$ cat config.mk
export PLATFORM = sky130hd
export DESIGN_NAME = breakpoint_watchpoint_unit_core
export DESIGN_NICKNAME = d
export VERILOG_FILES = /design/src/rtl/core/bwu_pkg.sv /design/src/rtl/core/bwu_ram.sv /design/src/rtl/core/bwu_match.sv /design/src/rtl/core/bwu_seq.sv /design/src/rtl/core/breakpoint_watchpoint_unit_core.sv
export SDC_FILE = /design/constraint.sdc
export NUM_CORES = 2
export LEC_CHECK = 0
export BUFFER_PORTS_ARGS = -buffer_cell sky130_fd_sc_hd__buf_2
export CAP_MARGIN = 20
export CORE_UTILIZATION = 35
export CTS_BUF_LIST = sky130_fd_sc_hd__clkbuf_8
export CTS_CLUSTER_DIAMETER = 80
export DETAILED_ROUTE_END_ITERATION = 10
export RECOVER_POWER = 50
export SLEW_MARGIN = 15
export SYNTH_ARGS = -nofsm -noshare
export SYNTH_HDL_FRONTEND = slang
export SYNTH_SLANG_ARGS = --single-unit
$ cat constraint.sdc
create_clock -name clk -period 5.15 [get_ports clk]
set_clock_uncertainty 0.2 [all_clocks]
set_input_delay 0.515 -clock clk [delete_from_list [all_inputs] [get_ports clk]]
set_output_delay 0.515 -clock clk [all_outputs]
set_load 0.005 [all_outputs]
$ cat src/rtl/core/bwu_pkg.sv
// ----------------------------------------------------------------------------
// bwu_pkg
// Shared widths, codes and types for the breakpoint/watchpoint unit.
// ----------------------------------------------------------------------------
package bwu_pkg;

  localparam int BP_ENTRIES_DEF = 16;
  localparam int WP_ENTRIES_DEF = 16;

  localparam int ADDR_W  = 32;
  localparam int LEN_W   = 17;
  localparam int SIZE_W  = 3;
  localparam int CLASS_W = 2;
  localparam int WP_W    = CLASS_W + LEN_W + ADDR_W;

  typedef enum logic [1:0] {
    OP_SET    = 2'd0,
    OP_CLEAR  = 2'd1,
    OP_FETCH  = 2'd2,
    OP_ACCESS = 2'd3
  } op_t;

  localparam logic [CLASS_W-1:0] KIND_BP      = 2'd0;
  localparam logic [CLASS_W-1:0] CLASS_WRITE  = 2'd1;
  localparam logic [CLASS_W-1:0] CLASS_READ   = 2'd2;
  localparam logic [CLASS_W-1:0] CLASS_ACCESS = 2'd3;

  // compare results for one scanned entry
  typedef struct packed {
    logic bp_eq;
    logic wp_eq;
    logic acc;
    logic dir;
  } match_t;

  // one result transaction
  typedef struct packed {
    logic status;
    logic step_hit;
    logic breakpoint_hit;
    logic access_watch_hit;
    logic dir_watch_hit;
  } result_t;

endpackage

$ cat src/rtl/core/bwu_ram.sv
// ----------------------------------------------------------------------------
// bwu_ram
// Single write port, single read port RAM with registered read data.
// ----------------------------------------------------------------------------
module bwu_ram #(
  parameter int DEPTH = 16,
  parameter int WIDTH = 32,
  localparam int AW = (DEPTH > 1) ? $clog2(DEPTH) : 1
) (
  input  logic             clk,
  input  logic             we,
  input  logic [AW-1:0]    waddr,
  input  logic [WIDTH-1:0] wdata,
  input  logic [AW-1:0]    raddr,
  output logic [WIDTH-1:0] rdata
);

  logic [WIDTH-1:0] mem [DEPTH];

  always_ff @(posedge clk) begin
    if (we) begin
      mem[waddr] <= wdata;
    end
  end

  always_ff @(posedge clk) begin
    rdata <= mem[raddr];
  end

endmodule

$ cat src/rtl/core/bwu_match.sv
// ----------------------------------------------------------------------------
// bwu_match
// Compare stage: checks one breakpoint and one watchpoint entry against the
// current item.
// ----------------------------------------------------------------------------
module bwu_match import bwu_pkg::*; (
  input  logic [ADDR_W-1:0]  addr,
  input  logic [LEN_W-1:0]   wlen,
  input  logic [CLASS_W-1:0] kind,
  input  logic [ADDR_W:0]    acc_hi,
  input  logic               size_nz,
  input  logic               is_wr,
  input  logic               bp_vld,
  input  logic [ADDR_W-1:0]  bp_rdata,
  input  logic               wp_vld,
  input  logic [WP_W-1:0]    wp_rdata,
  output match_t             match
);

  logic [ADDR_W-1:0]  wa;
  logic [LEN_W-1:0]   wl;
  logic [CLASS_W-1:0] wc;
  logic [ADDR_W:0]    w_hi;
  logic               overlap;
  logic [CLASS_W-1:0] dir_class;

  assign {wc, wl, wa} = wp_rdata;

  // inclusive end of the watched range, no wrap past the top
  assign w_hi = {1'b0, wa} + {{(ADDR_W+1-LEN_W){1'b0}}, wl} - {{ADDR_W{1'b0}}, 1'b1};

  assign overlap = (wl != '0) && size_nz &&
                   ({1'b0, addr} <= w_hi) && ({1'b0, wa} <= acc_hi);

  assign dir_class = is_wr ? CLASS_WRITE : CLASS_READ;

  assign match.bp_eq = bp_vld && (bp_rdata == addr);
  assign match.wp_eq = wp_vld && (wa == addr) && (wl == wlen) && (wc == kind);
  assign match.acc   = wp_vld && (wc == CLASS_ACCESS) && overlap;
  assign match.dir   = wp_vld && (wc == dir_class) && overlap;

endmodule

$ cat src/rtl/core/bwu_seq.sv
// ----------------------------------------------------------------------------
// bwu_seq
// Scan sequencer: captures an item, walks the entry tables one entry per
// cycle, updates the valid bits and builds the result.
// ----------------------------------------------------------------------------
module bwu_seq import bwu_pkg::*; #(
  parameter int BP_ENTRIES = BP_ENTRIES_DEF,
  parameter int WP_ENTRIES = WP_ENTRIES_DEF,
  localparam int BIW = (BP_ENTRIES > 1) ? $clog2(BP_ENTRIES) : 1,
  localparam int WIW = (WP_ENTRIES > 1) ? $clog2(WP_ENTRIES) : 1
) (
  input  logic               clk,
  input  logic               rst,
  input  logic               in_valid,
  output logic               in_stall,
  input  logic [1:0]         op,
  input  logic [CLASS_W-1:0] kind,
  input  logic [ADDR_W-1:0]  address,
  input  logic [LEN_W-1:0]   watch_length,
  input  logic [SIZE_W-1:0]  access_size,
  input  logic               is_write,
  input  logic               step_mode,
  output logic               bp_we,
  output logic [BIW-1:0]     bp_addr,
  output logic [ADDR_W-1:0]  bp_wdata,
  input  logic [ADDR_W-1:0]  bp_rdata,
  output logic               wp_we,
  output logic [WIW-1:0]     wp_addr,
  output logic [WP_W-1:0]    wp_wdata,
  input  logic [WP_W-1:0]    wp_rdata,
  input  logic               out_free,
  output logic               res_valid,
  output result_t            res
);

  localparam int SW = (BIW > WIW) ? BIW : WIW;
  localparam logic [SW-1:0] BP_LAST = SW'(BP_ENTRIES - 1);
  localparam logic [SW-1:0] WP_LAST = SW'(WP_ENTRIES - 1);

  typedef enum logic [2:0] {
    S_IDLE = 3'b001,
    S_SCAN = 3'b010,
    S_DONE = 3'b100
  } state_t;

  state_t state;

  op_t                op_q;
  logic [CLASS_W-1:0] kind_q;
  logic [ADDR_W-1:0]  addr_q;
  logic [LEN_W-1:0]   wlen_q;
  logic [ADDR_W:0]    acc_hi;
  logic               size_nz;
  logic               wr_q;
  logic               step_q;

  logic [SW-1:0]      idx;
  logic               issue;
  logic               cmp_vld;
  logic [SW-1:0]      cmp_idx;
  logic               acc_acc;
  logic               dir_acc;

  logic [BP_ENTRIES-1:0] bp_valid;
  logic [WP_ENTRIES-1:0] wp_valid;

  logic          use_bp;
  logic [SW-1:0] last;
  match_t        match;
  logic          done_now;
  result_t       res_next;
  logic          bp_set;
  logic          wp_set;
  logic          bp_clr;
  logic          wp_clr;
  logic          hit_bp;

  assign use_bp = (op_q == OP_FETCH) ||
                  ((op_q == OP_SET || op_q == OP_CLEAR) && kind_q == KIND_BP);
  assign last   = use_bp ? BP_LAST : WP_LAST;

  bwu_match u_match (
    .addr     (addr_q),
    .wlen     (wlen_q),
    .kind     (kind_q),
    .acc_hi   (acc_hi),
    .size_nz  (size_nz),
    .is_wr    (wr_q),
    .bp_vld   (bp_valid[cmp_idx[BIW-1:0]]),
    .bp_rdata (bp_rdata),
    .wp_vld   (wp_valid[cmp_idx[WIW-1:0]]),
    .wp_rdata (wp_rdata),
    .match    (match)
  );

  always_comb begin
    done_now = 1'b0;
    res_next = '0;
    bp_set   = 1'b0;
    wp_set   = 1'b0;
    bp_clr   = 1'b0;
    wp_clr   = 1'b0;
    hit_bp   = 1'b0;
    if (state == S_SCAN) begin
      if (op_q == OP_SET) begin
        // lowest free slot, one slot a cycle
        if (use_bp && !bp_valid[idx[BIW-1:0]]) begin
          bp_set   = 1'b1;
          done_now = 1'b1;
        end else if (!use_bp && !wp_valid[idx[WIW-1:0]]) begin
          wp_set   = 1'b1;
          done_now = 1'b1;
        end else if (idx == last) begin
          res_next.status = 1'b1;
          done_now        = 1'b1;
        end
      end else if (cmp_vld) begin
        hit_bp = (op_q == OP_FETCH) && match.bp_eq;
        bp_clr = (op_q == OP_CLEAR) && use_bp && match.bp_eq;
        wp_clr = (op_q == OP_CLEAR) && !use_bp && match.wp_eq;
        res_next.step_hit         = (op_q == OP_FETCH) && step_q;
        res_next.breakpoint_hit   = hit_bp;
        res_next.access_watch_hit = acc_acc || ((op_q == OP_ACCESS) && match.acc);
        res_next.dir_watch_hit    = dir_acc || ((op_q == OP_ACCESS) && match.dir);
        done_now = (cmp_idx == last) || hit_bp || bp_clr || wp_clr;
      end
    end
  end

  always_ff @(posedge clk) begin
    if (rst) begin
      state    <= S_IDLE;
      issue    <= 1'b0;
      cmp_vld  <= 1'b0;
      bp_valid <= '0;
      wp_valid <= '0;
    end else begin
      unique case (state)
        S_IDLE: begin
          if (in_valid) begin
            state   <= S_SCAN;
            idx     <= '0;
            issue   <= 1'b1;
            cmp_vld <= 1'b0;
            acc_acc <= 1'b0;
            dir_acc <= 1'b0;
          end
        end
        S_SCAN: begin
          if (bp_set) bp_valid[idx[BIW-1:0]] <= 1'b1;
          if (wp_set) wp_valid[idx[WIW-1:0]] <= 1'b1;
          if (bp_clr) bp_valid[cmp_idx[BIW-1:0]] <= 1'b0;
          if (wp_clr) wp_valid[cmp_idx[WIW-1:0]] <= 1'b0;
          if (done_now) begin
            state   <= S_DONE;
            res     <= res_next;
            issue   <= 1'b0;
            cmp_vld <= 1'b0;
          end else if (op_q == OP_SET) begin
            idx <= idx + 1'b1;
          end else begin
            // read issue one entry ahead of the compare stage
            cmp_vld <= issue;
            cmp_idx <= idx;
            if (issue) begin
              if (idx == last) issue <= 1'b0;
              else idx <= idx + 1'b1;
            end
            if (cmp_vld) begin
              acc_acc <= res_next.access_watch_hit;
              dir_acc <= res_next.dir_watch_hit;
            end
          end
        end
        S_DONE: begin
          if (out_free) state <= S_IDLE;
        end
        default: state <= S_IDLE;
      endcase
    end
  end

  // item capture, payload only
  always_ff @(posedge clk) begin
    if (state == S_IDLE && in_valid) begin
      op_q    <= op_t'(op);
      kind_q  <= kind;
      addr_q  <= address;
      wlen_q  <= watch_length;
      acc_hi  <= {1'b0, address} + {{(ADDR_W+1-SIZE_W){1'b0}}, access_size}
                 - {{ADDR_W{1'b0}}, 1'b1};
      size_nz <= (access_size != '0);
      wr_q    <= is_write;
      step_q  <= step_mode;
    end
  end

  assign in_stall  = (state != S_IDLE);
  assign res_valid = (state == S_DONE);

  assign bp_we    = bp_set;
  assign bp_addr  = idx[BIW-1:0];
  assign bp_wdata = addr_q;
  assign wp_we    = wp_set;
  assign wp_addr  = idx[WIW-1:0];
  assign wp_wdata = {kind_q, wlen_q, addr_q};

endmodule

$ cat src/rtl/core/breakpoint_watchpoint_unit_core.sv
// ----------------------------------------------------------------------------
// breakpoint_watchpoint_unit_core
// Debug match unit: breakpoint and watchpoint tables with set, clear,
// fetch check and memory access check transactions.
// ----------------------------------------------------------------------------
// Timing: one transaction is taken at a time and yields exactly one result
// transaction. Fetch, access and clear checks walk the table one entry per
// cycle through the table RAM's registered read port, and a scan ends
// before the next transaction is accepted.
// Set walks the valid bits for the lowest free slot and stops there; clear
// stops at the first exact match and fetch at the first breakpoint hit.
// A finished result waits in an output register, so the next transaction
// is accepted while that result is still stalled. Valid bits reset to zero
// at once; no clearing pass is needed after reset.
// ----------------------------------------------------------------------------
module breakpoint_watchpoint_unit_core import bwu_pkg::*; #(
  parameter int BP_ENTRIES = BP_ENTRIES_DEF,
  parameter int WP_ENTRIES = WP_ENTRIES_DEF
) (
  input  logic               clk,
  input  logic               rst,
  // input transactions
  input  logic               in_valid,
  output logic               in_stall,
  input  logic [1:0]         op,
  input  logic [CLASS_W-1:0] kind,
  input  logic [ADDR_W-1:0]  address,
  input  logic [LEN_W-1:0]   watch_length,
  input  logic [SIZE_W-1:0]  access_size,
  input  logic               is_write,
  input  logic               step_mode,
  // result transactions
  output logic               out_valid,
  input  logic               out_stall,
  output logic               status,
  output logic               step_hit,
  output logic               breakpoint_hit,
  output logic               access_watch_hit,
  output logic               dir_watch_hit
);

  localparam int BIW = (BP_ENTRIES > 1) ? $clog2(BP_ENTRIES) : 1;
  localparam int WIW = (WP_ENTRIES > 1) ? $clog2(WP_ENTRIES) : 1;

  // table RAM ports, read and write share the scan index
  logic              bp_we;
  logic [BIW-1:0]    bp_addr;
  logic [ADDR_W-1:0] bp_wdata;
  logic [ADDR_W-1:0] bp_rdata;
  logic              wp_we;
  logic [WIW-1:0]    wp_addr;
  logic [WP_W-1:0]   wp_wdata;
  logic [WP_W-1:0]   wp_rdata;

  logic    out_free;
  logic    res_valid;
  result_t res;
  result_t out_q;

  // breakpoint addresses
  bwu_ram #(
    .DEPTH (BP_ENTRIES),
    .WIDTH (ADDR_W)
  ) u_bp_ram (
    .clk   (clk),
    .we    (bp_we),
    .waddr (bp_addr),
    .wdata (bp_wdata),
    .raddr (bp_addr),
    .rdata (bp_rdata)
  );

  // watchpoints: class, length, address
  bwu_ram #(
    .DEPTH (WP_ENTRIES),
    .WIDTH (WP_W)
  ) u_wp_ram (
    .clk   (clk),
    .we    (wp_we),
    .waddr (wp_addr),
    .wdata (wp_wdata),
    .raddr (wp_addr),
    .rdata (wp_rdata)
  );

  bwu_seq #(
    .BP_ENTRIES (BP_ENTRIES),
    .WP_ENTRIES (WP_ENTRIES)
  ) u_seq (
    .clk          (clk),
    .rst          (rst),
    .in_valid     (in_valid),
    .in_stall     (in_stall),
    .op           (op),
    .kind         (kind),
    .address      (address),
    .watch_length (watch_length),
    .access_size  (access_size),
    .is_write     (is_write),
    .step_mode    (step_mode),
    .bp_we        (bp_we),
    .bp_addr      (bp_addr),
    .bp_wdata     (bp_wdata),
    .bp_rdata     (bp_rdata),
    .wp_we        (wp_we),
    .wp_addr      (wp_addr),
    .wp_wdata     (wp_wdata),
    .wp_rdata     (wp_rdata),
    .out_free     (out_free),
    .res_valid    (res_valid),
    .res          (res)
  );

  // output register frees up when empty or being taken this cycle
  assign out_free = !out_valid || !out_stall;

  always_ff @(posedge clk) begin
    if (rst) begin
      out_valid <= 1'b0;
    end else if (res_valid && out_free) begin
      out_valid <= 1'b1;
    end else if (!out_stall) begin
      out_valid <= 1'b0;
    end
  end

  always_ff @(posedge clk) begin
    if (res_valid && out_free) begin
      out_q <= res;
    end
  end

  assign status           = out_q.status;
  assign step_hit         = out_q.step_hit;
  assign breakpoint_hit   = out_q.breakpoint_hit;
  assign access_watch_hit = out_q.access_watch_hit;
  assign dir_watch_hit    = out_q.dir_watch_hit;

endmodule

Yosys cells after proc, flatten, opt, wreduce, memory -nomap -nowiden
Memories as Yosys holds them, arrays and structs flattened. A register that Yosys moved wholly into a read port is not among the register bits. Index checks and enable logic that the tools add are counted.

Logic and storage cells: 203. Bits of input ports: 62. Memories kept: 2. Bits in registers: 147. RAM bits: 1328.

Equality and inequality tests: 25. Mux-type cells: 76. Reductions and logical operators: 52. Order comparisons: 6. $add $sub $neg: 5. Bitwise logic cells: 9.

Memories: u_wp_ram.mem (depth 16, width 51, read ports 1, clocked after Yosys merged registers in 1, wr ports 1, RTL line bwu_ram.sv:18) `logic [WIDTH-1:0] mem [DEPTH];`; u_bp_ram.mem (depth 16, width 32, read ports 1, clocked after Yosys merged registers in 1, wr ports 1, RTL line bwu_ram.sv:18).

Operator list (count): two-way mux 16 bit (8); <= comparator 32 x 33 -> 1 bit (2); subtractor 33 x 1 -> 33 bit, second input constant (2); equality test 32 bit (2); two-way mux 1 bit (45); adder 32 x 17 -> 33 bit (1); adder 32 x 3 -> 33 bit (1); bitwise AND 16 bit (2); OR 16 bit (2); logical AND 1 bit (26); two-way mux 4 bit (5); equality test 17 bit (1); nonzero test 17 bit (1); binary-select mux 1 bit (select 4 bit) (4); NOT 16 bit (1); AND reduction 6 bit (2); less-than comparator 4 x 5 -> 1 bit, second input constant (2); two-way mux 3 bit (3); one-hot mux 3 bit (3 select lines) (1); AND reduction 3 bit (3); demux 1 bit (select 4 bit) (2); equality test 4 bit, second input constant (2); greater-or-equal comparator 4 x 1 -> 1 bit, second input constant (2); logical OR 1 bit (8); 23 further kinds (45).

Depth between registers and ports, before layout
Depth after elaboration: 15. Gate-level depth with buffers: 24.

Modules after synthesis
From an unflattened synthesis, not the netlist that was laid out.

Cell total of the unflattened synthesis: 3435. Area total of the unflattened synthesis: 63648.5 um^2.

Modules (own cells, without submodules): bwu_ram (u_wp_ram) (cells each 1320, area each 31611.6 um^2, seq. area each 25524.5 um^2, times used 1); bwu_ram (u_bp_ram) (cells each 838, area each 19854.0 um^2, seq. area each 16015.4 um^2, times used 1); bwu_seq (cells each 649, area each 7497.2 um^2, seq. area each 3863.7 um^2, times used 1); bwu_match (cells each 618, area each 4496.8 um^2, seq. area each 0.0 um^2, times used 1); breakpoint_watchpoint_unit_core (cells each 10, area each 188.9 um^2, seq. area each 170.2 um^2, times used 1).

Worst setup path before layout
Ideal clock, no wire load.

Path kind: flip-flop to flip-flop. From: reg u_seq.idx[0] (netlist: u_seq.bp_addr[0]). To: reg u_seq.bp_valid[15]. Setup time: 82 ps. Path slack: -382 ps. Data required time: 4868 ps. Stages on the path, launching flop included: 7. Data arrival time: 5250 ps. Cell sequence: edfxtp_1 > buf_4 > mux4_2 > mux4_2 > nor4_1 > o21ai_0 > a21oi_1.

Word-level cells in the longest chain between the ends: 12.

RTL lines: from (decl) (RTL line bwu_seq.sv:57) `logic [SW-1:0] idx;`; from (signal assigned) (RTL line bwu_seq.sv:160) `idx <= idx + 1'b1;`; from (signal assigned) (RTL line bwu_seq.sv:167) `else idx <= idx + 1'b1;`; binary-select mux 1 bit (select 4 bit) (RTL line bwu_seq.sv:107) `if (use_bp && !bp_valid[idx[BIW-1:0]]) begin`; two-way mux 1 bit (not written as such) (RTL line bwu_seq.sv:107); logical NOT 1 bit (RTL line bwu_seq.sv:107); logical AND 1 bit (RTL line bwu_seq.sv:107); two-way mux 1 bit (RTL line bwu_seq.sv:107); two-way mux 1 bit (RTL line bwu_seq.sv:105) `if (op_q == OP_SET) begin`; two-way mux 1 bit (RTL line bwu_seq.sv:104) `if (state == S_SCAN) begin`; two-way mux 16 bit (*) (RTL line bwu_seq.sv:150) `if (bp_set) bp_valid[idx[BIW-1:0]] <= 1'b1;`; two-way mux 16 bit (*) (RTL line bwu_seq.sv:138) `unique case (state)`; two-way mux 16 bit (*) (RTL line bwu_seq.sv:131) `if (rst) begin`; bitwise AND 16 bit (no line); two-way mux 16 bit (*) (RTL line bwu_seq.sv:152) `if (bp_clr) bp_valid[cmp_idx[BIW-1:0]] <= 1'b0;`; to (signal assigned) (RTL line bwu_seq.sv:135) `bp_valid <= '0;`; to (signal, indexed assignment) (RTL line bwu_seq.sv:150); to (signal, indexed assignment) (RTL line bwu_seq.sv:152); to (decl) (RTL line bwu_seq.sv:64) `logic [BP_ENTRIES-1:0] bp_valid;`.

Every way passes the cells marked *; elsewhere a longest branch is shown, timed or not. The select of a mux whose other input is x is not followed. A chain may end at the register's enable or synchronous reset.

==> impl_metrics.toml <==
[timing]
finalCritPeriodShare_pct = 98.71
setup_violations = 0
grt_setup_unrepaired = "true"
hold_violations = 0
holdWs_ns = 0.1397
worstMarginPinSlew_ns = 3.204
period_needed_ns = 5.083
setup_tns_ns = 0
drv_slew = 755
fmax_mhz = 196.7
slew_headroom_pct = -113.6

[finish]
nNetsFinal = 3919
multi_input_area_um2 = 16790
final-seq-area_um2 = 45580
layout_common_cells = "edfxtp_1, mux4_2, clkbuf_8"
drive_above_1_share_pct = 26.95
area_delta_synth_final_pct = 17.29
fill_cells = 15940
mostFrequentLayoutCell = "edfxtp_1"

[synthesis]
netlist_instances = 3175
avgSynthCellArea_um2 = 19.86
async_flop_share_pct = 0
ys_types = 66
seq_area_frac_synth_pct = 72.26
syn-num-nets = 3389
synth_edf_count = 1437
ys_ff_latch = 1558
syn-cell-area_um2 = 63070
ys.flop_type = "edfxtp_1"
yosys_warnings = 0

[drt]
ant_nets = 0
initialDrtViolationCount = 2996
wl_per_cell_um = 26.72
drt-vias-per-instance = 5.290
totalWireLength_mm = 167.3
drc = 0
vias = 33120
drt-pass1-iter-count = 5

[setup_path]
critPathMaxStageDelay_ns = 0.45
cp-start-kind = "flop"
crit_required_ns = 5.61
worstReg2RegStart = "u_wp_ram.rdata[33]$_DFF_P_"
path_depth = 24
reg2reg_depth = 24
reg2reg_slack_ns = 0.07
timing.rr.end = "u_seq.res[1]$_DFFE_PP_"
crit_family = "compound AO/OA/AOI/OAI gates"
path_max_fanout = 3
critical-path-slowest-cell = "or4_4"
path_cells = "inv_2 > ha_4 > inv_2 > ha_4 > fa_2 > a21o_1 > a21o_1 > a21oi_4 > o22ai_4 > a21oi_4 > o22ai_2 > or4_4 > a31o_4 > a21oi_2 > xor2_1 > ha_2 > nand4_1 > nor3_2 > nand2_1 > o21ai_2 > a2111oi_4 > a21oi_2 > a211oi_2 > o31ai_1"
cp-end-kind = "flop"
critPathKind = "reg2reg"
cp.arrival_ns = 5.54
crit_buf_inv = 2

[floorplanning]
coreArea_um2 = 178800
die_area_um2 = 181900
start_util_pct = 35.27
die_x_um = 426.5
die_y_um = 426.5
io_pins = 69
rows = 155

[power_and_ir_drop]
ir_worst_vdd_uv = 303.0
power.leakage_nw = 24.87
pwr_density_cell_nw_per_um2 = 368.8

[worst_hold_path]
hp-class = "in2reg"
hold_depth = 2
min_from = "op[1]"
hold_end = "u_seq.op_q[1]$_DFFE_PP_"

[run_status]
violations = "max-capacitance violations, max-slew violations"
status = "finished, violations left"

[global_route]
grt.overflow.total = 0
grt_pass1_wl_mm = 240.2
first_global_vias = 33930
antenna_found_initial = 5
grt_usage_pct = 18.43
grt_max_degree = 121

[place]
numPortBuffers = 68
routabilityCongestion = 0.8650
dp_hpwl_mm = 100.4

[clocking]
clkTransAtPathRegs_ns = 0.06
clkLatencyLatePin_ns = 1.00
h-tree-depth = 5
cts_max_path_buffers = 4
cts_tree = "done"
cts.sinks = 1558
cts_buffers = 280
cts-root-buf = "clkbuf_8"

[run]
max_cap_viol_count = 22
==> worst max path at each step <==
stage                                    start                      to
global placement     u_wp_ram.rdata[1]$_DFF_P_  u_seq.res[1]$_DFFE_PP_
global route        u_wp_ram.rdata[33]$_DFF_P_  u_seq.res[1]$_DFFE_PP_
CTS                  u_wp_ram.rdata[1]$_DFF_P_  u_seq.res[1]$_DFFE_PP_
finish              u_wp_ram.rdata[33]$_DFF_P_  u_seq.res[1]$_DFFE_PP_
detailed placement   u_wp_ram.rdata[1]$_DFF_P_  u_seq.res[1]$_DFFE_PP_
floorplan           u_wp_ram.rdata[33]$_DFF_P_  u_seq.res[1]$_DFFE_PP_
==> cell families after synthesis <==
kind of cell	synth area share, %
buffers and inverters	1.793
xor gates and xnor gates	1.777
AOI/OAI and AO/OA	2.980
muxes	15.55
DFF	72.26
adders and majority gates	3.039
and+or+nand+nor	2.601
==> metrics by stage <==
step	util, %	std cells	setup WS [ns]	cell area (um2)	total power, W
CTS	41.35	6252	-0.1514	73940	0.02744
global placement	38.00	5683	-0.5172	67950	0.01670
finish	41.37	6261	0.06659	73980	0.02728
detailed placement	38.00	5683	-0.6196	67950	0.01673
floorplan	-	3175	0.009535	63080	0.01584
global route	41.37	6261	-0.1288	73980	0.02829
==> cell type report <==
cell class                      count  share of cell area, %
Multi-Input combinational cell   1323                  22.70
Timing Repair Buffer              356                  3.970
Sequential cell                  1558                  61.61
Tap cell                         2355                  3.983
Clock buffer                      298                  5.544
Antenna cell                        2               0.006765
Inverter                          186                 0.9455
Clock inverter                    183                  1.241
==> Yosys cell counts (all sizes together), types with 27 or more instances <==
cell,n,area (um2)
mux4,435,9808
a21oi,98,490.5
xor2,36,315.3
dfxtp,121,2422
o21ai,47,235.2
clkbuf,74,277.8
ha,150,1877
a21o,41,307.8
nor2,79,296.5
edfxtp,1437,43150
inv,186,698.2
xnor2,92,805.8
nand3,28,140.1
a211oi,27,207.7
nand2,55,209.0
nand4,31,193.9
buf,34,155.1
==> sequential cells by signal, summed over array words and instances, names as in the netlist, 2 cells and up <==
name,cells
u_seq.kind_q,2
u_seq.state,3
u_wp_ram.rdata,51
u_seq.acc_hi,33
u_seq.op_q,2
u_seq.wlen_q,17
u_seq.res,5
u_seq.bp_wdata,32
u_bp_ram.rdata,32
u_seq.cmp_idx,4
u_wp_ram.mem,816
u_seq.wp_valid,16
u_bp_ram.mem,512
u_seq.bp_addr,4
u_seq.bp_valid,16
==> power by group <==
part,switching [W],internal (W)
clock,0.00499,0.00562
combinational,0.00134,0.00108
sequential,0.000221,0.0140
==> routing by layer <==
| layer | global-route usage, % | wire length (um) | share of wire [%] |
|---|---|---|---|
| met2 | 30.29 | 82240 | 49 |
| met1 | 24.51 | 69580 | 42 |
| met5 | 0 | 0 | 0 |
| met3 | 3.383 | 10090 | 6.0 |
| met4 | 6.416 | 5408 | 3.2 |
==> repair_timing <==
action	CTS	global route
hold buffers	84	0
gates resized for setup	27	35
endpoints found under the hold margin	114	0
pin swaps	22	26
setup buffers	4	7
endpoints found under the setup margin	4	4
(Power assumes the default switching activity.)
